$ cat src/assert_macros.svh
// Assertion macros shared by the RTL.
// Depends on nothing; take it in with `include.
`ifndef ASSERT_MACROS_SVH
`define ASSERT_MACROS_SVH

// Same-cycle implication, muted during reset.
`define ASSERT_IMPLIES(label, clk, rst, ante, cons, msg) \
   label: assert property (@(posedge clk) disable iff (rst) (ante) |-> (cons)) else $error(msg);

// Next-cycle implication, muted during reset.
`define ASSERT_NEXT(label, clk, rst, ante, cons, msg) \
   label: assert property (@(posedge clk) disable iff (rst) (ante) |=> (cons)) else $error(msg);

`endif

$ cat src/hfwg_pkg.sv
// Package of the height field wave grid: types, codes, constants, helpers.
// Depends on nothing.
`default_nettype none

package hfwg_pkg;

   localparam int DEFAULT_GRID_DIM = 64;
   localparam int DATA_W = 32;
   localparam int DIV_W = 9;
   localparam int CSR_IDX_W = 2;

   localparam logic [1:0] OP_POKE = 2'd0;
   localparam logic [1:0] OP_STEP = 2'd1;
   localparam logic [1:0] OP_READ = 2'd2;

   localparam logic [CSR_IDX_W-1:0] CSR_COLUMNS = 2'd0;
   localparam logic [CSR_IDX_W-1:0] CSR_ROWS = 2'd1;

   localparam logic signed [31:0] POKE_LEVEL = 32'sh0008_0000;
   localparam logic signed [16:0] INV_SQRT2_Q16 = 17'sd46341;
   localparam logic signed [11:0] RATE_Q16 = 12'sd1311;

   typedef struct packed {
      logic [1:0] op;
      logic [5:0] x_start;
      logic [6:0] x_end;
      logic [5:0] y_start;
      logic [6:0] y_end;
      logic       poke_up;
   } req_type;

   typedef struct packed {
      logic signed [31:0] height_out;
      logic signed [31:0] velocity_out;
      logic               saturated;
   } rsp_type;

   typedef struct packed {
      logic             start;
      logic [31:0]      dividend;
      logic [DIV_W-1:0] divisor;
   } div_cmd_type;

   typedef struct packed {
      logic        done;
      logic [31:0] quotient;
   } div_rsp_type;

   function automatic logic signed [1:0] nb_dx(input logic [2:0] k);
      logic signed [1:0] d;
      case (k)
         3'd1, 3'd5, 3'd7: d = -2'sd1;
         3'd3, 3'd4, 3'd6: d = 2'sd1;
         default: d = 2'sd0;
      endcase
      return d;
   endfunction

   function automatic logic signed [1:0] nb_dy(input logic [2:0] k);
      logic signed [1:0] d;
      case (k)
         3'd0, 3'd5, 3'd6: d = -2'sd1;
         3'd2, 3'd4, 3'd7: d = 2'sd1;
         default: d = 2'sd0;
      endcase
      return d;
   endfunction

   function automatic logic nb_diag(input logic [2:0] k);
      return k[2];
   endfunction

   function automatic logic out32(input logic signed [47:0] v);
      return v[47:31] != {17{v[31]}};
   endfunction

   function automatic logic signed [31:0] clip32(input logic signed [47:0] v);
      logic signed [31:0] r;
      if (out32(v)) begin
         r = v[47] ? 32'sh8000_0000 : 32'sh7FFF_FFFF;
      end else begin
         r = v[31:0];
      end
      return r;
   endfunction

endpackage

`default_nettype wire

$ cat src/hfwg_div.sv
// Bit-serial restoring divider, one quotient bit per cycle.
// Depends on hfwg_pkg.
`default_nettype none

module hfwg_div (
   input  wire logic                 clock,
   input  wire logic                 reset,
   input  wire hfwg_pkg::div_cmd_type cmd,
   output hfwg_pkg::div_rsp_type     rsp
);

   localparam int CNT_W = $clog2(33);

   logic [CNT_W-1:0]           cnt_ff, cnt_in;
   logic                       done_ff, done_in;
   logic [31:0]                dvd_ff, dvd_in;
   logic [hfwg_pkg::DIV_W-1:0] rem_ff, rem_in;
   logic [hfwg_pkg::DIV_W-1:0] dvs_ff, dvs_in;
   logic [hfwg_pkg::DIV_W:0]   shifted;

   always_comb begin
      cnt_in = cnt_ff;
      done_in = 1'b0;
      dvd_in = dvd_ff;
      rem_in = rem_ff;
      dvs_in = dvs_ff;
      shifted = {rem_ff, dvd_ff[31]};
      if (cmd.start) begin
         cnt_in = CNT_W'(32);
         dvd_in = cmd.dividend;
         rem_in = '0;
         dvs_in = cmd.divisor;
      end else if (cnt_ff != '0) begin
         // Shift in one dividend bit, subtract where it fits.
         if (shifted >= {1'b0, dvs_ff}) begin
            rem_in = hfwg_pkg::DIV_W'(shifted - {1'b0, dvs_ff});
            dvd_in = {dvd_ff[30:0], 1'b1};
         end else begin
            rem_in = shifted[hfwg_pkg::DIV_W-1:0];
            dvd_in = {dvd_ff[30:0], 1'b0};
         end
         cnt_in = cnt_ff - CNT_W'(1);
         done_in = (cnt_ff == CNT_W'(1));
      end
   end

   always_ff @(posedge clock) begin
      if (reset) begin
         cnt_ff <= '0;
         done_ff <= 1'b0;
      end else begin
         cnt_ff <= cnt_in;
         done_ff <= done_in;
      end
   end

   always_ff @(posedge clock) begin
      dvd_ff <= dvd_in;
      rem_ff <= rem_in;
      dvs_ff <= dvs_in;
   end

   assign rsp.done = done_ff;
   assign rsp.quotient = dvd_ff;

endmodule

`default_nettype wire

$ cat config.mk
export PLATFORM = sky130hd
export DESIGN_NAME = hfwg_div
export DESIGN_NICKNAME = d
export VERILOG_FILES = /design/src/assert_macros.svh /design/src/hfwg_pkg.sv /design/src/hfwg_div.sv
export SDC_FILE = /design/constraint.sdc
export NUM_CORES = 1
export LEC_CHECK = 0
export BUFFER_PORTS_ARGS = -buffer_cell sky130_fd_sc_hd__buf_2
export CAP_MARGIN = 20
export CELL_PAD_IN_SITES_DETAIL_PLACEMENT = 0
export CELL_PAD_IN_SITES_GLOBAL_PLACEMENT = 1
export CORE_UTILIZATION = 33
export DETAILED_ROUTE_END_ITERATION = 10
export GPL_TIMING_DRIVEN = 0
export PLACE_DENSITY_LB_ADDON = 0.15
export SLEW_MARGIN = 20
export SYNTH_ARGS = -nofsm -noshare
export SYNTH_HDL_FRONTEND = slang
export SYNTH_SLANG_ARGS = --single-unit
$ cat constraint.sdc
create_clock -name clock -period 2.8 [get_ports clock]
set_clock_uncertainty 0.2 [all_clocks]
set_input_delay 0.14 -clock clock [delete_from_list [all_inputs] [get_ports clock]]
set_output_delay 0.14 -clock clock [all_outputs]
set_load 0.01 [all_outputs]
### Word level (Yosys, flattened, before mapping)

Cells that the tools add are included.

| word-level totals | value |
|---|---|
| register bits after elaboration | 57 |
| input port bits | 44 |
| output and inout port bits | 33 |
| word-level logic and storage cells | 21 |

| cells by class | value |
|---|---|
| add/sub/neg operators | 2 |
| order comparisons | 1 |
| eq/ne operators | 1 |
| multiplexer cells | 6 |
| bitwise operators | 1 |
| reduce and logical (&&, ||, !) cells | 4 |

Operators by type and width:

| cell | number |
|---|---|
| $mux W32 | 2 |
| $mux W6 | 2 |
| $ge A10 B9 Y1 | 1 |
| $mux W9 | 1 |
| $sub A9 B9 Y9 | 1 |
| $eq A6 B1 Y1 const B | 1 |
| $reduce_bool A6 Y1 | 1 |
| $sub A6 B1 Y6 const B | 1 |
| $reduce_or A3 Y1 | 1 |
| $reduce_bool A2 Y1 | 1 |
| $reduce_or A2 Y1 | 1 |
| $mux W1 | 1 |
| $not A1 Y1 | 1 |

### Depth between registers and ports, before layout

Gate-level depths: netlist (run 1).

| depth | value |
|---|---|
| word-level depth | 4 |
| depth in mapped cells | 10 |
| gate-level depth less buffers | 9 |

### Least setup slack after synthesis (run 1)

No wires, ideal clock.

| timing path | value |
|---|---|
| kind | flip-flop to flip-flop |
| from | register dvd_ff[31] |
| to | register rem_ff[0] (netlist bit) |
| library setup time | 79 ps |
| arrival time | 2223 ps |
| slack | 298 ps |
| cell stages (with the launch flop) | 10 |
| path buffers | 0 |
| period minus slack after synthesis | 2502 ps |
| path through | edfxtp_1 inv_1 ha_1 inv_1 fa_1 a21o_1 o211ai_1 o311a_4 mux2_1 a211oi_2 |

| on the way | value |
|---|---|
| longest elaborated chain between the ends | 2 |
| elaborated cells between the ends (all ways) | 3 |
| classes of those cells | add/sub: 1; order compare: 1; mux: 1 |

Ends and longest elaborated chain:

| item | line | RTL |
|---|---|---|
| from (decl) | hfwg_div.sv:16 | `logic [31:0] dvd_ff, dvd_in;` |
| from (signal assigned) | hfwg_div.sv:58 | `dvd_ff <= dvd_in;` |
| $sub A9 B9 Y9 / $ge A10 B9 Y1 (equally long branches) | hfwg_div.sv:36, hfwg_div.sv:35 |  |
| $mux W9 (*) | hfwg_div.sv:35 | `if (shifted >= {1'b0, dvs_ff}) begin` |
| to (signal assigned) | hfwg_div.sv:59 | `rem_ff <= rem_in;` |
| to (decl) | hfwg_div.sv:17 | `logic [hfwg_pkg::DIV_W-1:0] rem_ff, rem_in;` |

Mark *: on every way between the ends. The rest lies on a longest branch, timed or not.
A chain may end at the register's enable or synchronous reset.

### Worst setup path in the final report (run 1)

Ends and elaborated chain as after synthesis.

==> flow_summary.json, run 1 <==
{
  "crit_fanout": 5,
  "r2r_setup_slack_ns": 0.16,
  "grt_pass1_vias": 2256,
  "power-per-cell-area_nw_per_um2": 958,
  "min_path_type": "primary input to flip-flop",
  "yosysWarningCount": 0,
  "die_w_um": 94.4,
  "synth.cell_area_um2": 2820,
  "tightest_slew_ns": 0.772,
  "fillers": 771,
  "ctsHoldBuffers": 43,
  "cts.path.max_buffers": 2,
  "timing.rr.start": "dvd_ff[31]$_DFFE_PP_",
  "drt-total-wl_um": 6280,
  "gp_congestion": 0.774,
  "max_freq_mhz": 379,
  "max_cap_violations": 0,
  "port_buffers": 76,
  "min_path_cells": 2,
  "core.rowCount": 33,
  "worstSetupStartpointType": "flip-flop",
  "clk_pin_slew_ns": 0.07,
  "core_area_um2": 8260,
  "die_h_um": 94.4,
  "antenna_found_initial": 0,
  "post_drt_wl_per_cell_um": 13.7,
  "synth_edf_count": 41,
  "avgSynthCellArea_um2": 12.9,
  "ios": 77,
  "hold_viol": 0,
  "drt_first_iter_violations": 73,
  "leakage_nw": 1.72,
  "hp-start": "cmd[2]",
  "fin_setup_tns_ns": 0,
  "r2r_cells": 9,
  "worstPathRequired_ns": 2.86,
  "grt_max_degree": 33,
  "drcViolationCount": 0,
  "synthCells": 219,
  "synth-main-ff-cell": "edfxtp_1",
  "dpl.cell_count": 400,
  "dieArea_um2": 8910,
  "final_cell_area_um2": 4000,
  "reg2reg_to": "rem_ff[0]$_SDFFE_PP0P_",
  "placed_area_um2": 3330,
  "finalCriticalPeriod_ns": 2.64,
  "cts_resized": 0,
  "drt_first_pass_iters": 4,
  "nets": 406,
  "clock_latency_ns": 0.33,
  "finalSetupViolCount": 0,
  "slew_violations": 0,
  "final_util": 0.484,
  "cp.arrival_ns": 2.70,
  "worst_slack_ns": 0.159,
  "areaGrowthSynthToFinish_pct": 41.8,
  "cp-end-kind": "flip-flop",
  "crit_type": "flip-flop to flip-flop",
  "tritoncts": "done",
  "final_layout_size_suffix_gt1_frac": 0.376,
  "grt_first_pass_wirelength_um": 10500,
  "final_common_cell": "buf_2",
  "hold_end": "dvs_ff[2]$_DFFE_PP_",
  "synth_cell_type_count": 49,
  "slew-limit-headroom": 0.484,
  "ir_drop_v": 0.000358,
  "clock-sinks": 57,
  "cts_buffers": 9,
  "cts_root_buffer": "clkbuf_8",
  "fin_cells": 459,
  "async_flop_share": 0,
  "rsz0062_at_grt": "no",
  "ant_nets": 0,
  "vias": 2122,
  "track_usage": 0.155,
  "dp_hpwl_um": 4230,
  "ys_ff_latch": 57,
  "post_cts_buffers": 0,
  "pre_cts_ws_ns": 0.176,
  "synth-seq-area-share": 0.551,
  "outcome": "completed",
  "diodes": 0,
  "synth_fp_nets": 276,
  "period_share": 0.943,
  "layout_common_cells": "buf_2 (77), dlygate4sd3_1 (43), edfxtp_1 (41)",
  "grt.overflow.total": 0,
  "htreeDepth": 3,
  "viasPerCell": 4.62,
  "initial_core_util": 0.341
}
## cell families (layout without fill, tap and decap cells)
| group | count (synthesis) | in the layout | synth area share |
|---|---|---|---|
| xor+xnor | 10 | 10 | 0.0311 |
| buf+inv | 25 | 160 | 0.0377 |
| mux | 38 | 38 | 0.150 |
| flops | 57 | 57 | 0.551 |
| compound gates | 32 | 32 | 0.0910 |
| simple gates | 44 | 44 | 0.0795 |
| fa+ha+maj | 13 | 13 | 0.0604 |
## per-stage QoR
step	power, W	hold slack, ns
6_report	0.00383	0.323
3_3_place_gp	0.00288	0.118
4_1_cts	0.00388	0.285
3_5_place_dp	0.00288	0.120
5_1_grt	0.00410	0.314
2_1_floorplan	0.00243	0.0124
## report_power, final
part	internal (W)	leakage (nW)	total [W]	switching [W]
clock network	0.000587	0.116	0.000925	0.000337
registers	0.00126	0.550	0.00142	0.000162
logic	0.000693	1.05	0.00149	0.000794
## worst max-delay path, cell delays in order, from the launching register on
cell and delay, ns:
edfxtp_1 0.38, inv_1 0.08, ha_1 0.15, inv_1 0.05
fa_1 0.40, a21o_1 0.24, o211ai_1 0.22, o311a_4 0.28
mux2_1 0.35, a211oi_2 0.21
## worst max-delay path by stage
| stage | endpoint | from | slack, ns | cells after the start |
|---|---|---|---|---|
| after CTS | rem_ff[0]$_SDFFE_PP0P_ | dvd_ff[31]$_DFFE_PP_ | 0.14 | 9 |
| final | rem_ff[0]$_SDFFE_PP0P_ | dvd_ff[31]$_DFFE_PP_ | 0.16 | 9 |
| after floorplan | rem_ff[0]$_SDFFE_PP0P_ | dvd_ff[31]$_DFFE_PP_ | 0.30 | 9 |
| after detailed placement | rem_ff[0]$_SDFFE_PP0P_ | dvd_ff[31]$_DFFE_PP_ | 0.18 | 9 |
| after global routing | rem_ff[0]$_SDFFE_PP0P_ | dvd_ff[31]$_DFFE_PP_ | 0.03 | 9 |
| after global placement | dvd_ff[6]$_DFFE_PP_ | cnt_ff[4]$_SDFFE_PP0P_ | -0.16 | 4 |
## synthesized netlist by cell type, drive strengths merged (4+ instances only)
| master | n | area, um^2 |
|---|---|---|
| edfxtp | 41 | 1230 |
| mux2 | 33 | 372 |
| xnor2 | 7 | 61.3 |
| a21oi | 7 | 38.8 |
| ha | 12 | 150 |
| and3 | 5 | 33.8 |
| dfxtp | 16 | 320 |
| inv | 16 | 60.1 |
| mux2i | 5 | 50.1 |
| nor3 | 4 | 20.0 |
| nor2 | 15 | 56.3 |
| buf | 6 | 35.0 |
| a211oi | 8 | 70.1 |
| nand2 | 7 | 26.3 |
## final cells by class
cell class	instances	area [um^2]	area share
plain buffers	9	46.3	0.0116
clock buffers	10	128	0.0319
clock inverters	6	106	0.0266
inverters	16	60.1	0.0150
multi-input cells	137	1160	0.291
flip-flops and latches	57	1550	0.388
well taps	105	131	0.0329
repair buffers	119	811	0.203
## metal layers
metal	GRT usage	share of wire	vias up
li1	-	-	1072
met1	0.204	0.49	990
met2	0.240	0.45	52
met3	0.0403	0.047	8
met4	0.0692	0.016	0
met5	0	0	-
## registers in the layout (all words and copies together) (netlist names)
name,count
dvd_ff,32
dvs_ff,9
rem_ff,9
cnt_ff,6
done_ff,1
Note: power is estimated with default switching activity, not from simulation.
==> run 2, diff against run 1 <==
Clock period 2.8 ns to 2.12 ns, I/O delays scaled along.
==> run 2 against run 1 <==
The flow now finishes with violations (negative setup slack). Critical path depth rose by 2. Core utilization is 1.6 points higher. Via count is 1.5% higher. Register-to-register slack worse by 0.53 ns. Critical path type unchanged. Highest routed layer unchanged.
==> flow_summary.json, run 2 (same netlist as run 1, synthesis figures left out) <==
{
  "outcome": "finished with violations",
  "violations": "negative setup slack",
  "die_w_um": 94.4,
  "total_power_w": 0.00525,
  "core.rowCount": 33,
  "drcViolationCount": 0,
  "grt.overflow.total": 0,
  "hp-start": "cmd[41]",
  "max_freq_mhz": 402,
  "worstPathRequired_ns": 1.99,
  "period_share": 1.17,
  "finalCriticalPeriod_ns": 2.49,
  "cts_buffers": 9,
  "initial_core_util": 0.341,
  "fillers": 737,
  "diodes": 0,
  "tritoncts": "done",
  "r2r_setup_slack_ns": -0.37,
  "top_regs": "dvd_ff x32, dvs_ff x9, rem_ff x9",
  "ios": 77,
  "hold_end": "rem_ff[8]$_SDFFE_PP0P_",
  "dpl.cell_count": 400,
  "layout_common_cells": "buf_2 (77), dlygate4sd3_1 (43), edfxtp_1 (41)",
  "cp_num_buf_inv": 5,
  "power-per-cell-area_nw_per_um2": 1270,
  "crit_type": "flip-flop to flip-flop",
  "r2r_cells": 11,
  "drt-total-wl_um": 6540,
  "clk_pin_slew_ns": 0.07,
  "crit_chain": "inv_2 > ha_4 > inv_2 > fa_2 > a21o_1 > o211ai_1 > o311a_4 > buf_8 > buf_6 > buf_6 > a21oi_2",
  "dp_hpwl_um": 4220,
  "drt_first_iter_violations": 66,
  "dieArea_um2": 8910,
  "final_layout_size_suffix_gt1_frac": 0.435,
  "slew_violations": 0,
  "viasPerCell": 4.60,
  "vias": 2154,
  "critical-path-max-stage-delay_ns": 0.39,
  "core_area_um2": 8260,
  "hold_viol": 0,
  "multi_input_area_um2": 1240,
  "grt_pass1_vias": 2235,
  "finalSetupViolCount": 10,
  "die_h_um": 94.4,
  "cp-end-kind": "flip-flop",
  "tightest_slew_ns": 0.552,
  "regArea_um2": 1550,
  "path_delay_family": "compound AO/OA/AOI/OAI gates",
  "nets": 415,
  "pre_cts_ws_ns": -0.442,
  "final_common_cell": "buf_2",
  "clock-sinks": 57,
  "slew-limit-headroom": 0.632,
  "gp_congestion": 0.760,
  "max_cap_violations": 0,
  "clock_latency_ns": 0.32,
  "ir_drop_v": 0.000620,
  "drt_first_pass_iters": 4,
  "post_drt_wl_per_cell_um": 14.0,
  "grt_max_degree": 33,
  "ant_nets": 0,
  "reg2reg_to": "dvd_ff[0]$_DFFE_PP_",
  "cts.path.max_buffers": 2,
  "crit_fanout": 6,
  "grt_first_pass_wirelength_um": 10700,
  "track_usage": 0.160,
  "leakage_nw": 1.76,
  "worstSetupStartpointType": "flip-flop",
  "fin_cells": 468,
  "areaGrowthSynthToFinish_pct": 46.6,
  "htreeDepth": 3,
  "regMostFlops": "dvd_ff",
  "largest_reg_flops": 32,
  "rsz0062_at_grt": "yes",
  "cts_root_buffer": "clkbuf_8",
  "crit_slowest_cell": "edfxtp_1",
  "min_path_type": "primary input to flip-flop",
  "worst_slack_ns": -0.366,
  "antenna_found_initial": 0,
  "min_path_cells": 4,
  "cp.arrival_ns": 2.36,
  "timing.rr.start": "dvd_ff[31]$_DFFE_PP_",
  "port_buffers": 76
}
## run 2: cell count changes in the layout (fill, tap and decap cells not counted), sizes merged
cell and change:
clkinvlp +2, bufinv -2, clkbuf +1, clkinv -1
buf +9
## run 2: how the worst max path moves through the flow
stage / from / to / slack, ns / cells after the start
after global placement: dvd_ff[31]$_DFFE_PP_ / rem_ff[4]$_SDFFE_PP0P_ / -0.44 / 10
after floorplan: dvd_ff[31]$_DFFE_PP_ / rem_ff[0]$_SDFFE_PP0P_ / -0.29 / 9
final: dvd_ff[31]$_DFFE_PP_ / dvd_ff[0]$_DFFE_PP_ / -0.37 / 11
after detailed placement: dvd_ff[31]$_DFFE_PP_ / rem_ff[4]$_SDFFE_PP0P_ / -0.44 / 10
after global routing: dvd_ff[31]$_DFFE_PP_ / dvd_ff[0]$_DFFE_PP_ / -0.48 / 11
after CTS: dvd_ff[31]$_DFFE_PP_ / rem_ff[0]$_SDFFE_PP0P_ / -0.38 / 10
## run 2: tightest hold or removal path: stages
cell and delay [ns]:
buf_2 0.09, buf_2 0.21, or3_2 0.15, o21ai_1 0.06
## run 2: routing by layer
layer	global-route usage	wire, um	vias up
met5	0	0	-
met2	0.267	3090	51
met3	0.0451	298	4
met1	0.198	3090	1005
li1	-	-	1094
met4	0.0500	65	0
## run 2: metrics by stage
step                utilization  setup TNS, ns  area, um^2  hold slack, ns
floorplan                     -          -2.37        2840         -0.0216
global placement          0.405         -17.51        3350          0.0845
detailed placement        0.405         -17.82        3350          0.0846
CTS                       0.498          -3.20        4120           0.167
global route              0.500          -4.38        4130           0.196
finish                    0.500          -3.07        4130           0.157
## run 2: cell type report
type | instances | share of cell area
multi-input cells | 137 | 0.301
inverters | 16 | 0.0145
clock buffers | 11 | 0.0342
repair buffers | 128 | 0.217
flip-flops and latches | 57 | 0.376
plain buffers | 9 | 0.0124
well taps | 105 | 0.0318
clock inverters | 5 | 0.0133
## run 2: power by group
group / switching (W) / internal (W)
sequential: 0.000232 / 0.00166
clock: 0.000433 / 0.000571
combinational: 0.00118 / 0.00118
total: 0.00184 / 0.00341
## run 2: timing repair
action | in CTS | in global routing
pin swaps | 6 | 3
hold endpoints to repair | 57 | 0
resized for setup | 15 | 4
setup buffers | 9 | 0
gates cloned | 0 | 0
hold buffers | 43 | 0
setup endpoints to repair | 42 | 12
